File: src/vsr_pkg.sv
`timescale 1ns / 1ps
// Package: shared types, codes and constants of the voxel shape rasterizer
package vsr_pkg;

  localparam int FieldW      = 6;
  localparam int OpW         = 4;
  localparam int ChanW       = 8;
  localparam int RgbaW       = 4 * ChanW;
  localparam int CfgIdxW     = 4;
  localparam int GridDefault = 32;
  localparam int MulAW       = 2 * FieldW;

  localparam logic [ChanW-1:0] ColourReset = ChanW'(128);
  localparam logic [RgbaW-1:0] RgbaReset   = {4{ColourReset}};

  localparam logic StatusDone   = 1'b0;
  localparam logic StatusReject = 1'b1;

  typedef enum logic [OpW-1:0] {
    OP_PUT_VOXEL     = 4'd0,
    OP_CUT_VOXEL     = 4'd1,
    OP_PUT_BOX       = 4'd2,
    OP_CUT_BOX       = 4'd3,
    OP_PUT_SPHERE    = 4'd4,
    OP_CUT_SPHERE    = 4'd5,
    OP_PUT_ELLIPSOID = 4'd6,
    OP_CUT_ELLIPSOID = 4'd7,
    OP_READ          = 4'd8
  } op_e;

  typedef enum logic [CfgIdxW-1:0] {
    CFG_RED   = 4'd0,
    CFG_GREEN = 4'd1,
    CFG_BLUE  = 4'd2,
    CFG_ALPHA = 4'd3
  } cfg_reg_e;

  typedef enum logic [3:0] {
    ST_CLEAR,
    ST_IDLE,
    ST_CHECK,
    ST_READ,
    ST_SETUP,
    ST_MULWAIT,
    ST_ROWSUM,
    ST_SWEEP,
    ST_ROWSTEP,
    ST_DONE
  } state_e;

  typedef enum logic [3:0] {
    SU_RX2,
    SU_RY2,
    SU_RZ2,
    SU_A,
    SU_B,
    SU_C,
    SU_L,
    SU_XK,
    SU_XF,
    SU_YK,
    SU_YF,
    SU_ZK,
    SU_ZF
  } setup_e;

  typedef struct packed {
    logic             on_we;
    logic             rgba_we;
    logic             on_bit;
    logic [RgbaW-1:0] rgba;
  } store_wr_t;

  typedef struct packed {
    logic             on_bit;
    logic [RgbaW-1:0] rgba;
  } store_rd_t;

endpackage

File: src/vsr_if.sv
`timescale 1ns / 1ps
// Interfaces: command and response channels of the voxel shape rasterizer
interface vsr_cmd_if;
  logic                         valid;
  logic                         ready;
  logic [vsr_pkg::OpW-1:0]      operation;
  logic [vsr_pkg::FieldW-1:0]   x_low;
  logic [vsr_pkg::FieldW-1:0]   y_low;
  logic [vsr_pkg::FieldW-1:0]   z_low;
  logic [vsr_pkg::FieldW-1:0]   x_high;
  logic [vsr_pkg::FieldW-1:0]   y_high;
  logic [vsr_pkg::FieldW-1:0]   z_high;
  logic [vsr_pkg::FieldW-1:0]   radius_x;
  logic [vsr_pkg::FieldW-1:0]   radius_y;
  logic [vsr_pkg::FieldW-1:0]   radius_z;

  modport source (
    output valid, operation, x_low, y_low, z_low, x_high, y_high, z_high,
           radius_x, radius_y, radius_z,
    input  ready
  );
  modport sink (
    input  valid, operation, x_low, y_low, z_low, x_high, y_high, z_high,
           radius_x, radius_y, radius_z,
    output ready
  );
endinterface

interface vsr_rsp_if;
  logic                        valid;
  logic                        ready;
  logic                        status;
  logic                        voxel_on;
  logic [vsr_pkg::ChanW-1:0]   voxel_red;
  logic [vsr_pkg::ChanW-1:0]   voxel_green;
  logic [vsr_pkg::ChanW-1:0]   voxel_blue;
  logic [vsr_pkg::ChanW-1:0]   voxel_alpha;

  modport source (
    output valid, status, voxel_on, voxel_red, voxel_green, voxel_blue, voxel_alpha,
    input  ready
  );
  modport sink (
    input  valid, status, voxel_on, voxel_red, voxel_green, voxel_blue, voxel_alpha,
    output ready
  );
endinterface

File: src/vsr_mul.sv
`timescale 1ns / 1ps
// Shared shift-and-add multiplier, one multiplier bit per cycle
module vsr_mul #(
  parameter int PW = 39
) (
  input  logic                      clk_i,
  input  logic                      rst_ni,
  input  logic                      start_i,
  input  logic [vsr_pkg::MulAW-1:0] a_i,
  input  logic [PW-1:0]             b_i,
  output logic                      done_o,
  output logic [PW-1:0]             prod_o
);

  localparam int MAW  = vsr_pkg::MulAW;
  localparam int CntW = $clog2(MAW);

  logic            busy_q;
  logic            done_q;
  logic [CntW-1:0] cnt_q;
  logic [MAW-1:0]  a_q;
  logic [PW-1:0]   b_q;
  logic [PW-1:0]   acc_q;

  always_ff @(posedge clk_i or negedge rst_ni) begin
    if (!rst_ni) begin
      busy_q <= 1'b0;
      done_q <= 1'b0;
      cnt_q  <= '0;
    end else if (start_i) begin
      busy_q <= 1'b1;
      done_q <= 1'b0;
      cnt_q  <= CntW'(MAW - 1);
    end else if (busy_q) begin
      if (cnt_q == '0) begin
        busy_q <= 1'b0;
        done_q <= 1'b1;
      end else begin
        cnt_q <= cnt_q - CntW'(1);
      end
    end else begin
      done_q <= 1'b0;
    end
  end

  always_ff @(posedge clk_i) begin
    if (start_i) begin
      a_q   <= a_i;
      b_q   <= b_i;
      acc_q <= '0;
    end else if (busy_q) begin
      if (a_q[0]) begin
        acc_q <= acc_q + b_q;
      end
      a_q <= a_q >> 1;
      b_q <= b_q << 1;
    end
  end

  assign done_o = done_q;
  assign prod_o = acc_q;

endmodule

File: src/vsr_ctrl.sv
`timescale 1ns / 1ps
// Sequencer: clearing pass, command check, voxel read, shape setup on the shared multiplier, grid sweep
module vsr_ctrl #(
  parameter int GRID_X = vsr_pkg::GridDefault,
  parameter int GRID_Y = vsr_pkg::GridDefault,
  parameter int GRID_Z = vsr_pkg::GridDefault,
  localparam int XW = $clog2(GRID_X),
  localparam int YW = $clog2(GRID_Y),
  localparam int ZW = $clog2(GRID_Z),
  localparam int AW = XW + YW + ZW
) (
  input  logic                       clk_i,
  input  logic                       rst_ni,
  vsr_cmd_if.sink                    cmd_i,
  vsr_rsp_if.source                  rsp_o,
  input  logic [vsr_pkg::RgbaW-1:0]  colour_i,
  output logic [AW-1:0]              st_addr_o,
  output vsr_pkg::store_wr_t         st_wr_o,
  input  vsr_pkg::store_rd_t         st_rd_i
);

  localparam int FW  = vsr_pkg::FieldW;
  localparam int MAW = vsr_pkg::MulAW;
  localparam int CH  = vsr_pkg::ChanW;
  localparam int CWa = (XW > YW) ? XW : YW;
  localparam int CW  = (CWa > ZW) ? CWa : ZW;
  localparam int DW  = (CW > FW) ? CW : FW;
  localparam int VW  = 2 * DW + 4 * FW + 3;

  vsr_pkg::state_e state_q, state_d;
  vsr_pkg::setup_e step_q, step_d;
  logic [AW-1:0]   clr_q;
  logic            ov_q;

  vsr_pkg::op_e    op_q;
  logic [FW-1:0]   xl_q, yl_q, zl_q, xh_q, yh_q, zh_q, rx_q, ry_q, rz_q;

  logic [XW-1:0]   x_q, xlast_q;
  logic [YW-1:0]   y_q, ylo_q, ylast_q;
  logic [ZW-1:0]   z_q, zlo_q, zlast_q;

  logic [MAW-1:0]  rx2_q, ry2_q, rz2_q;
  logic signed [VW-1:0] ka_q, kb_q, kc_q, lim_q, fxy_q;
  logic signed [VW-1:0] fx_q, dx_q, fy_q, dy_q, fy0_q, dy0_q;
  logic signed [VW-1:0] fz_q, dz_q, fz0_q, dz0_q;
  logic signed [VW-1:0] sum_w;

  logic                        res_status_q, res_on_q;
  logic [vsr_pkg::RgbaW-1:0]   res_rgba_q;
  logic                        out_status_q, out_on_q;
  logic [vsr_pkg::RgbaW-1:0]   out_rgba_q;

  logic            in_grid, box_bad, box_empty, shape_bad, chk_reject;
  logic            is_box, is_voxel, on_val, paint, hit, out_free;
  logic            mul_start, mul_done;
  logic [MAW-1:0]  mul_a;
  logic [VW-1:0]   mul_b, mul_prod;

  vsr_mul #(
    .PW (VW)
  ) u_mul (
    .clk_i   (clk_i),
    .rst_ni  (rst_ni),
    .start_i (mul_start),
    .a_i     (mul_a),
    .b_i     (mul_b),
    .done_o  (mul_done),
    .prod_o  (mul_prod)
  );

  always_comb begin
    in_grid   = (32'(xl_q) < GRID_X) && (32'(yl_q) < GRID_Y) && (32'(zl_q) < GRID_Z);
    box_bad   = (32'(xl_q) > GRID_X) || (32'(yl_q) > GRID_Y) || (32'(zl_q) > GRID_Z) ||
                (32'(xh_q) > GRID_X) || (32'(yh_q) > GRID_Y) || (32'(zh_q) > GRID_Z);
    box_empty = (xl_q >= xh_q) || (yl_q >= yh_q) || (zl_q >= zh_q);
    shape_bad = (rx_q == '0) || (ry_q == '0) || (rz_q == '0) ||
                (32'(xl_q) > GRID_X) || (32'(yl_q) > GRID_Y) || (32'(zl_q) > GRID_Z) ||
                (32'(xl_q) + 32'(rx_q) > GRID_X) || (32'(yl_q) + 32'(ry_q) > GRID_Y) ||
                (32'(zl_q) + 32'(rz_q) > GRID_Z);
    is_box    = (op_q == vsr_pkg::OP_PUT_BOX) || (op_q == vsr_pkg::OP_CUT_BOX);
    is_voxel  = (op_q == vsr_pkg::OP_PUT_VOXEL) || (op_q == vsr_pkg::OP_CUT_VOXEL);
    on_val    = (op_q == vsr_pkg::OP_PUT_VOXEL) || (op_q == vsr_pkg::OP_PUT_BOX) ||
                (op_q == vsr_pkg::OP_PUT_SPHERE) || (op_q == vsr_pkg::OP_PUT_ELLIPSOID);
    paint     = !((op_q == vsr_pkg::OP_CUT_VOXEL) || (op_q == vsr_pkg::OP_CUT_ELLIPSOID));
    sum_w     = fxy_q + fz_q;
    hit       = is_box || (sum_w <= lim_q);
    out_free  = !ov_q || rsp_o.ready;
    case (op_q)
      vsr_pkg::OP_PUT_VOXEL, vsr_pkg::OP_CUT_VOXEL, vsr_pkg::OP_READ: chk_reject = !in_grid;
      vsr_pkg::OP_PUT_BOX, vsr_pkg::OP_CUT_BOX: chk_reject = box_bad;
      vsr_pkg::OP_PUT_SPHERE, vsr_pkg::OP_CUT_SPHERE,
      vsr_pkg::OP_PUT_ELLIPSOID, vsr_pkg::OP_CUT_ELLIPSOID: chk_reject = shape_bad;
      default: chk_reject = 1'b1;
    endcase
  end

  // next state
  always_comb begin
    state_d = state_q;
    step_d  = step_q;
    case (state_q)
      vsr_pkg::ST_CLEAR: begin
        if (&clr_q) state_d = vsr_pkg::ST_IDLE;
      end
      vsr_pkg::ST_IDLE: begin
        if (cmd_i.valid) state_d = vsr_pkg::ST_CHECK;
      end
      vsr_pkg::ST_CHECK: begin
        step_d = vsr_pkg::SU_RX2;
        if (chk_reject || is_voxel) begin
          state_d = vsr_pkg::ST_DONE;
        end else if (op_q == vsr_pkg::OP_READ) begin
          state_d = vsr_pkg::ST_READ;
        end else if (is_box) begin
          state_d = box_empty ? vsr_pkg::ST_DONE : vsr_pkg::ST_ROWSUM;
        end else begin
          state_d = vsr_pkg::ST_SETUP;
        end
      end
      vsr_pkg::ST_READ:  state_d = vsr_pkg::ST_DONE;
      vsr_pkg::ST_SETUP: state_d = vsr_pkg::ST_MULWAIT;
      vsr_pkg::ST_MULWAIT: begin
        if (mul_done) begin
          if (step_q == vsr_pkg::SU_ZF) begin
            state_d = vsr_pkg::ST_ROWSUM;
          end else begin
            state_d = vsr_pkg::ST_SETUP;
            step_d  = vsr_pkg::setup_e'(step_q + 4'd1);
          end
        end
      end
      vsr_pkg::ST_ROWSUM: state_d = vsr_pkg::ST_SWEEP;
      vsr_pkg::ST_SWEEP: begin
        if (z_q == zlast_q) state_d = vsr_pkg::ST_ROWSTEP;
      end
      vsr_pkg::ST_ROWSTEP: begin
        state_d = ((y_q == ylast_q) && (x_q == xlast_q)) ? vsr_pkg::ST_DONE
                                                         : vsr_pkg::ST_ROWSUM;
      end
      vsr_pkg::ST_DONE: begin
        if (out_free) state_d = vsr_pkg::ST_IDLE;
      end
      default: state_d = vsr_pkg::ST_IDLE;
    endcase
  end

  // outputs
  always_comb begin
    cmd_i.ready     = (state_q == vsr_pkg::ST_IDLE);
    mul_start       = (state_q == vsr_pkg::ST_SETUP);
    st_addr_o       = {x_q, y_q, z_q};
    st_wr_o.on_we   = 1'b0;
    st_wr_o.rgba_we = 1'b0;
    st_wr_o.on_bit  = on_val;
    st_wr_o.rgba    = colour_i;
    case (state_q)
      vsr_pkg::ST_CLEAR: begin
        st_addr_o       = clr_q;
        st_wr_o.on_we   = 1'b1;
        st_wr_o.rgba_we = 1'b1;
        st_wr_o.on_bit  = 1'b0;
        st_wr_o.rgba    = vsr_pkg::RgbaReset;
      end
      vsr_pkg::ST_CHECK: begin
        st_addr_o       = {XW'(xl_q), YW'(yl_q), ZW'(zl_q)};
        st_wr_o.on_we   = is_voxel && in_grid;
        st_wr_o.rgba_we = is_voxel && in_grid && paint;
      end
      vsr_pkg::ST_SWEEP: begin
        st_wr_o.on_we   = hit;
        st_wr_o.rgba_we = hit && paint;
      end
      default: begin
        st_wr_o.on_we   = 1'b0;
      end
    endcase
  end

  always_comb begin
    case (step_q)
      vsr_pkg::SU_RX2: begin mul_a = MAW'(rx_q);  mul_b = VW'(rx_q);  end
      vsr_pkg::SU_RY2: begin mul_a = MAW'(ry_q);  mul_b = VW'(ry_q);  end
      vsr_pkg::SU_RZ2: begin mul_a = MAW'(rz_q);  mul_b = VW'(rz_q);  end
      vsr_pkg::SU_A:   begin mul_a = ry2_q;       mul_b = VW'(rz2_q); end
      vsr_pkg::SU_B:   begin mul_a = rx2_q;       mul_b = VW'(rz2_q); end
      vsr_pkg::SU_C:   begin mul_a = rx2_q;       mul_b = VW'(ry2_q); end
      vsr_pkg::SU_L:   begin mul_a = rx2_q;       mul_b = ka_q;       end
      vsr_pkg::SU_XK:  begin mul_a = MAW'(xl_q);  mul_b = ka_q;       end
      vsr_pkg::SU_XF:  begin mul_a = MAW'(xl_q);  mul_b = mul_prod;   end
      vsr_pkg::SU_YK:  begin mul_a = MAW'(yl_q);  mul_b = kb_q;       end
      vsr_pkg::SU_YF:  begin mul_a = MAW'(yl_q);  mul_b = mul_prod;   end
      vsr_pkg::SU_ZK:  begin mul_a = MAW'(zl_q);  mul_b = kc_q;       end
      vsr_pkg::SU_ZF:  begin mul_a = MAW'(zl_q);  mul_b = mul_prod;   end
      default:         begin mul_a = '0;          mul_b = '0;         end
    endcase
  end

  always_ff @(posedge clk_i or negedge rst_ni) begin
    if (!rst_ni) begin
      state_q <= vsr_pkg::ST_CLEAR;
      step_q  <= vsr_pkg::SU_RX2;
      clr_q   <= '0;
      ov_q    <= 1'b0;
    end else begin
      state_q <= state_d;
      step_q  <= step_d;
      if (state_q == vsr_pkg::ST_CLEAR) begin
        clr_q <= clr_q + AW'(1);
      end
      if ((state_q == vsr_pkg::ST_DONE) && out_free) begin
        ov_q <= 1'b1;
      end else if (rsp_o.ready) begin
        ov_q <= 1'b0;
      end
    end
  end

  always_ff @(posedge clk_i) begin
    case (state_q)
      vsr_pkg::ST_IDLE: begin
        if (cmd_i.valid) begin
          op_q <= vsr_pkg::op_e'(cmd_i.operation);
          xl_q <= cmd_i.x_low;
          yl_q <= cmd_i.y_low;
          zl_q <= cmd_i.z_low;
          xh_q <= cmd_i.x_high;
          yh_q <= cmd_i.y_high;
          zh_q <= cmd_i.z_high;
          rx_q <= cmd_i.radius_x;
          if ((cmd_i.operation == vsr_pkg::OP_PUT_SPHERE) ||
              (cmd_i.operation == vsr_pkg::OP_CUT_SPHERE)) begin
            ry_q <= cmd_i.radius_x;
            rz_q <= cmd_i.radius_x;
          end else begin
            ry_q <= cmd_i.radius_y;
            rz_q <= cmd_i.radius_z;
          end
        end
      end
      vsr_pkg::ST_CHECK: begin
        res_status_q <= chk_reject ? vsr_pkg::StatusReject : vsr_pkg::StatusDone;
        res_on_q     <= 1'b0;
        res_rgba_q   <= '0;
        if (is_box) begin
          x_q     <= XW'(xl_q);
          y_q     <= YW'(yl_q);
          z_q     <= ZW'(zl_q);
          ylo_q   <= YW'(yl_q);
          zlo_q   <= ZW'(zl_q);
          xlast_q <= XW'(xh_q - FW'(1));
          ylast_q <= YW'(yh_q - FW'(1));
          zlast_q <= ZW'(zh_q - FW'(1));
        end else begin
          x_q     <= '0;
          y_q     <= '0;
          z_q     <= '0;
          ylo_q   <= '0;
          zlo_q   <= '0;
          xlast_q <= XW'(GRID_X - 1);
          ylast_q <= YW'(GRID_Y - 1);
          zlast_q <= ZW'(GRID_Z - 1);
        end
      end
      vsr_pkg::ST_READ: begin
        res_on_q   <= st_rd_i.on_bit;
        res_rgba_q <= st_rd_i.rgba;
      end
      vsr_pkg::ST_MULWAIT: begin
        if (mul_done) begin
          case (step_q)
            vsr_pkg::SU_RX2: rx2_q <= mul_prod[MAW-1:0];
            vsr_pkg::SU_RY2: ry2_q <= mul_prod[MAW-1:0];
            vsr_pkg::SU_RZ2: rz2_q <= mul_prod[MAW-1:0];
            vsr_pkg::SU_A:   ka_q  <= $signed(mul_prod);
            vsr_pkg::SU_B:   kb_q  <= $signed(mul_prod);
            vsr_pkg::SU_C:   kc_q  <= $signed(mul_prod);
            vsr_pkg::SU_L:   lim_q <= $signed(mul_prod);
            vsr_pkg::SU_XK:  dx_q  <= ka_q - $signed({mul_prod[VW-2:0], 1'b0});
            vsr_pkg::SU_XF:  fx_q  <= $signed(mul_prod);
            vsr_pkg::SU_YK: begin
              dy_q  <= kb_q - $signed({mul_prod[VW-2:0], 1'b0});
              dy0_q <= kb_q - $signed({mul_prod[VW-2:0], 1'b0});
            end
            vsr_pkg::SU_YF: begin
              fy_q  <= $signed(mul_prod);
              fy0_q <= $signed(mul_prod);
            end
            vsr_pkg::SU_ZK: begin
              dz_q  <= kc_q - $signed({mul_prod[VW-2:0], 1'b0});
              dz0_q <= kc_q - $signed({mul_prod[VW-2:0], 1'b0});
            end
            vsr_pkg::SU_ZF: begin
              fz_q  <= $signed(mul_prod);
              fz0_q <= $signed(mul_prod);
            end
            default: begin
              lim_q <= lim_q;
            end
          endcase
        end
      end
      vsr_pkg::ST_ROWSUM: begin
        fxy_q <= fx_q + fy_q;
      end
      vsr_pkg::ST_SWEEP: begin
        if (z_q != zlast_q) begin
          z_q  <= z_q + ZW'(1);
          fz_q <= fz_q + dz_q;
          dz_q <= dz_q + (kc_q <<< 1);
        end
      end
      vsr_pkg::ST_ROWSTEP: begin
        z_q  <= zlo_q;
        fz_q <= fz0_q;
        dz_q <= dz0_q;
        if (y_q != ylast_q) begin
          y_q  <= y_q + YW'(1);
          fy_q <= fy_q + dy_q;
          dy_q <= dy_q + (kb_q <<< 1);
        end else begin
          y_q  <= ylo_q;
          fy_q <= fy0_q;
          dy_q <= dy0_q;
          x_q  <= x_q + XW'(1);
          fx_q <= fx_q + dx_q;
          dx_q <= dx_q + (ka_q <<< 1);
        end
      end
      vsr_pkg::ST_DONE: begin
        if (out_free) begin
          out_status_q <= res_status_q;
          out_on_q     <= res_on_q;
          out_rgba_q   <= res_rgba_q;
        end
      end
      default: begin
        fxy_q <= fxy_q;
      end
    endcase
  end

  assign rsp_o.valid       = ov_q;
  assign rsp_o.status      = out_status_q;
  assign rsp_o.voxel_on    = out_on_q;
  assign rsp_o.voxel_red   = out_rgba_q[CH-1:0];
  assign rsp_o.voxel_green = out_rgba_q[2*CH-1:CH];
  assign rsp_o.voxel_blue  = out_rgba_q[3*CH-1:2*CH];
  assign rsp_o.voxel_alpha = out_rgba_q[4*CH-1:3*CH];

endmodule
File: src/flat_wrapper.sv
// flat-port wrapper written by rule: the top's interface ports become plain ports
module vsr_ctrl_flat 
#(
  parameter int GRID_X = vsr_pkg::GridDefault,
  parameter int GRID_Y = vsr_pkg::GridDefault,
  parameter int GRID_Z = vsr_pkg::GridDefault,
  localparam int XW = $clog2(GRID_X),
  localparam int YW = $clog2(GRID_Y),
  localparam int ZW = $clog2(GRID_Z),
  localparam int AW = XW + YW + ZW
)
  (clk_i, rst_ni, colour_i, st_addr_o, st_wr_o, st_rd_i, cmd_i_valid, cmd_i_operation, cmd_i_x_low, cmd_i_y_low, cmd_i_z_low, cmd_i_x_high, cmd_i_y_high, cmd_i_z_high, cmd_i_radius_x, cmd_i_radius_y, cmd_i_radius_z, cmd_i_ready, rsp_o_valid, rsp_o_status, rsp_o_voxel_on, rsp_o_voxel_red, rsp_o_voxel_green, rsp_o_voxel_blue, rsp_o_voxel_alpha, rsp_o_ready);
  vsr_cmd_if cmd_i_i ();
  vsr_rsp_if rsp_o_i ();
  input  logic clk_i;
  input  logic rst_ni;
  input  logic [vsr_pkg::RgbaW-1:0] colour_i;
  output logic [AW-1:0] st_addr_o;
  output vsr_pkg::store_wr_t st_wr_o;
  input  vsr_pkg::store_rd_t st_rd_i;
  input wire logic [$bits(cmd_i_i.valid)-1:0] cmd_i_valid;
  input wire logic [$bits(cmd_i_i.operation)-1:0] cmd_i_operation;
  input wire logic [$bits(cmd_i_i.x_low)-1:0] cmd_i_x_low;
  input wire logic [$bits(cmd_i_i.y_low)-1:0] cmd_i_y_low;
  input wire logic [$bits(cmd_i_i.z_low)-1:0] cmd_i_z_low;
  input wire logic [$bits(cmd_i_i.x_high)-1:0] cmd_i_x_high;
  input wire logic [$bits(cmd_i_i.y_high)-1:0] cmd_i_y_high;
  input wire logic [$bits(cmd_i_i.z_high)-1:0] cmd_i_z_high;
  input wire logic [$bits(cmd_i_i.radius_x)-1:0] cmd_i_radius_x;
  input wire logic [$bits(cmd_i_i.radius_y)-1:0] cmd_i_radius_y;
  input wire logic [$bits(cmd_i_i.radius_z)-1:0] cmd_i_radius_z;
  output wire logic [$bits(cmd_i_i.ready)-1:0] cmd_i_ready;
  output wire logic [$bits(rsp_o_i.valid)-1:0] rsp_o_valid;
  output wire logic [$bits(rsp_o_i.status)-1:0] rsp_o_status;
  output wire logic [$bits(rsp_o_i.voxel_on)-1:0] rsp_o_voxel_on;
  output wire logic [$bits(rsp_o_i.voxel_red)-1:0] rsp_o_voxel_red;
  output wire logic [$bits(rsp_o_i.voxel_green)-1:0] rsp_o_voxel_green;
  output wire logic [$bits(rsp_o_i.voxel_blue)-1:0] rsp_o_voxel_blue;
  output wire logic [$bits(rsp_o_i.voxel_alpha)-1:0] rsp_o_voxel_alpha;
  input wire logic [$bits(rsp_o_i.ready)-1:0] rsp_o_ready;
  assign cmd_i_i.valid = cmd_i_valid;
  assign cmd_i_i.operation = cmd_i_operation;
  assign cmd_i_i.x_low = cmd_i_x_low;
  assign cmd_i_i.y_low = cmd_i_y_low;
  assign cmd_i_i.z_low = cmd_i_z_low;
  assign cmd_i_i.x_high = cmd_i_x_high;
  assign cmd_i_i.y_high = cmd_i_y_high;
  assign cmd_i_i.z_high = cmd_i_z_high;
  assign cmd_i_i.radius_x = cmd_i_radius_x;
  assign cmd_i_i.radius_y = cmd_i_radius_y;
  assign cmd_i_i.radius_z = cmd_i_radius_z;
  assign cmd_i_ready = cmd_i_i.ready;
  assign rsp_o_valid = rsp_o_i.valid;
  assign rsp_o_status = rsp_o_i.status;
  assign rsp_o_voxel_on = rsp_o_i.voxel_on;
  assign rsp_o_voxel_red = rsp_o_i.voxel_red;
  assign rsp_o_voxel_green = rsp_o_i.voxel_green;
  assign rsp_o_voxel_blue = rsp_o_i.voxel_blue;
  assign rsp_o_voxel_alpha = rsp_o_i.voxel_alpha;
  assign rsp_o_i.ready = rsp_o_ready;
  vsr_ctrl #(.GRID_X(GRID_X), .GRID_Y(GRID_Y), .GRID_Z(GRID_Z)) u_core (.clk_i(clk_i), .rst_ni(rst_ni), .cmd_i(cmd_i_i), .rsp_o(rsp_o_i), .colour_i(colour_i), .st_addr_o(st_addr_o), .st_wr_o(st_wr_o), .st_rd_i(st_rd_i));
endmodule
File: config.mk
export PLATFORM = sky130hd
export DESIGN_NAME = vsr_ctrl_flat
export DESIGN_NICKNAME = d
export VERILOG_FILES = /design/src/vsr_pkg.sv /design/src/vsr_if.sv /design/src/vsr_mul.sv /design/src/vsr_ctrl.sv /design/src/flat_wrapper.sv
export SDC_FILE = /design/constraint.sdc
export NUM_CORES = 2
export LEC_CHECK = 0
export BUFFER_PORTS_ARGS = -buffer_cell sky130_fd_sc_hd__buf_2
export CORE_ASPECT_RATIO = 0.5
export CORE_MARGIN = 4
export CORE_UTILIZATION = 25
export DETAILED_ROUTE_END_ITERATION = 6
export GPL_TIMING_DRIVEN = 1
export PLACE_DENSITY = 0.47
export SETUP_SLACK_MARGIN = 0.4
export SLEW_MARGIN = 20
export SYNTH_ARGS = -nofsm -noshare
export SYNTH_HDL_FRONTEND = slang
export SYNTH_SLANG_ARGS = --single-unit
File: constraint.sdc
create_clock -name clk_i -period 8.9 [get_ports clk_i]
set_input_delay 1.335 -clock clk_i [delete_from_list [all_inputs] [get_ports clk_i]]
set_output_delay 1.335 -clock clk_i [all_outputs]
set_load 0.01 [all_outputs]
==> flow_metrics.tcl <==
set metrics [dict create \
    vdd_drop_max_uv 162 \
    totalWireLength_um 207000 \
    clk_path_buf_depth 3 \
    dp_slack_ps 965 \
    critPathArrivalTime_ps 6730 \
    min_path_type "reg -> reg" \
    wl_per_cell_um 22.2 \
    min_from "u_core.res_rgba_q[18]" \
    antenna_left 0 \
    dr.pass1.iters 6 \
    min_period_over_period_pct 90.6 \
    holdWs_ps 387 \
    p_int_mw 10.5 \
    num_vias 47800 \
    grtUsageTotal_pct 16.2 \
    rr_worst_depth 13 \
    seq_power_share_pct 34.5 \
    grt_pass1_wl_um 303000 \
    synth_nets 6515 \
    setup_ws_ps 837 \
    fin_total_pwr_mw 17.0 \
    num-fill-cells 24700 \
    syn2layout_area_growth_pct 14.6 \
    combPwrFrac_pct 39.0 \
    slew_viol_final 0 \
    rows 126 \
    powerDensity_nw_per_um2 249 \
    synth_cell_types 92 \
    r2r-start "u_core.u_mul.prod_o[1]" \
    antenna_found_initial 14 \
    finalHoldViolations 0 \
    hpwl_um 162000 \
    netlist_instances 5833 \
    hold_depth 0 \
    yosysSeqAreaShare_pct 44.7 \
    timing.rr.end "u_core.dy_q[36]" \
    synth_flop_cell "edfxtp_1" \
    required_ps 7570 \
    clock_skew_ps 102 \
    crit_path_end_kind "output pin" \
    ys_ff_latch 907 \
    synth_area_um2 59700 \
    io_pins 213 \
    setup-tns-final_ps 0 \
    reg2reg_slack_ps 4000 \
    swShare_pct 38.2 \
    synth.most_common_cell "edfxtp_1" \
    fmax_mhz 124 \
    period_minus_slack_ps 8060 \
    synth_edf_count 838 \
    multi_input_area_um2 31500 \
    clk_pin_slew_ps 60 \
    synthTopCellsByCount "edfxtp_1 (838), ha_1 (540), a21oi_1 (490), nand2_1 (459), o21ai_0 (403)" \
    core-area_um2 237000 \
    die-height_um 354 \
    portBuffers 212 \
    hold_buffers 0 \
    crit_fanout 4 \
    syn-mean-instance-area_um2 10.2 \
    status "finished clean" \
    maxSlewHeadroom_pct 29.8 \
    async_reset_ff_share_pct 3.31 \
    maxCapViolations 0 \
    grt_pass1_vias 45100 \
    setup_violations 0 \
    cts_sinks 907 \
    vias_per_cell 5.12 \
    overflow 0 \
    worstSetupStartpointType "flop" \
    placedCellCount 9149 \
    layout.nets 6731 \
    rsz0062_at_grt "false" \
    hold_end "u_core.out_rgba_q[18]" \
    clk_latency_ps 760 \
    path_class "reg -> out" \
    clockPowerShare_pct 26.5 \
    cts_root_buf "clkbuf_16" \
    yosysWarnings 0 \
    tritoncts "yes" \
    synth_area_leaders "edfxtp_1 (42%), ha_1 (11%), a21oi_1 (4.1%)" \
    layout-drive-gt1-share_pct 9.08 \
    h-tree-depth 3 \
    die_x_um 699 \
    power.switching_mw 6.50 \
    synth_area_leader_cell "edfxtp_1" \
    grt_max_degree 86 \
    drt_iter0_markers 4439 \
    place_congestion 0.866 \
    final_cell_count_no_fill 9339 \
    remaining_drc_errors 0 \
    tightest_slew_ps 1050 \
    initial_utilization_pct 25.2 \
    ff_latch_area_um2 26700 \
    yosysTopAreaCellShare_pct 42.2 \
    cts_made_buffers 97 \
    die-area_um2 247000 \
    p_leak_nw 26.3 \
]
## worst max path at each step
stage	startpoint	endpoint	slack, ps	depth (start not counted)
after CTS	u_core.fz_q[0]	st_wr_o[33]	530	24
after floorplan	u_core.fz_q[0]	st_wr_o[34]	3180	22
after detailed placement	u_core.fz_q[0]	st_wr_o[33]	960	23
final	u_core.fz_q[0]	st_wr_o[34]	840	24
after global placement	u_core.fz_q[0]	st_wr_o[33]	1000	23
after global routing	u_core.fz_q[0]	st_wr_o[34]	430	25
## cell families after synthesis
group	share of synthesized area, %
compound gates	21.0
xor+xnor	6.34
fa+ha+maj	11.8
buf+inv	2.72
flops	44.7
mux	1.02
simple gates	12.3
## routing by layer
metal	vias to the layer above	global-route usage, %	routed length [µm]
met4	2	2.93	3560
met2	1509	21.5	77500
li1	22600	-	-
met3	177	2.24	15400
met5	-	0	13
met1	23500	26.8	111000
## layout by cell type, fill, tap and decap left out, types with 63 or more instances in the layout
cell type	n
edfxtp_1	838
nor2_1	365
o21bai_1	65
clkbuf_16	97
nand2b_1	63
xnor2_1	265
ha_1	540
inv_1	244
and2_1	72
nand2_1	457
nand3_1	111
nor2b_1	90
a211oi_1	69
a21oi_1	488
xor2_1	167
buf_4	90
buf_2	212
a22oi_1	95
nor3_1	98
a21o_1	210
o21a_1	85
a31oi_1	79
o21ai_0	403
## power groups by stage
stage               registers (mW)  logic, mW  clock network, mW
floorplan                     5.89       4.45                  0
global placement              5.95       6.54                  0
detailed placement            5.94       6.54                  0
CTS                           5.86       6.59               4.65
global route                  5.90       7.37               4.81
finish                        5.87       6.64               4.52
## worst max-delay path, stage by stage, from the launching register on
cell,delay [ps]
edfxtp_1,400
ha_1,240
inv_1,70
fa_1,220
nor2b_1,70
o31a_1,290
o21a_1,240
o21ai_1,230
a21oi_1,190
a31o_2,340
a311oi_2,390
o2111ai_1,210
a21oi_1,200
xnor2_1,110
ha_1,420
nand4_1,140
nor4_1,510
nand3_1,160
nand3b_1,200
o221ai_1,400
a211o_1,260
a31oi_4,110
buf_12,180
a211o_1,260
buf_2,140
## through the flow
stage / util, % / instance area, µm²
2_1_floorplan: - / 59700
3_3_place_gp: 27.4 / 64900
3_5_place_dp: 27.4 / 64900
4_1_cts: 28.9 / 68400
5_1_grt: 28.9 / 68400
6_report: 28.9 / 68400
## what timing repair did
| item | in CTS | in global routing |
|---|---|---|
| gates resized for setup | 1 | 1 |
| setup endpoints to repair | 2 | 2 |
| cloned | 0 | 0 |
| hold endpoints to repair | 0 | 0 |
| pin swaps | 0 | 0 |
| setup buffers | 1 | 0 |
## cell type report
type                       count  area share (%)
multi-input combinational   4494            46.1
sequential                   907            39.0
tap                         3200            5.85
clock buffer                 110            3.66
timing repair buffer         304            2.60
clock inverter                72            1.38
inverter                     245            1.34
antenna                        7          0.0256
(Power assumes the default switching activity.)
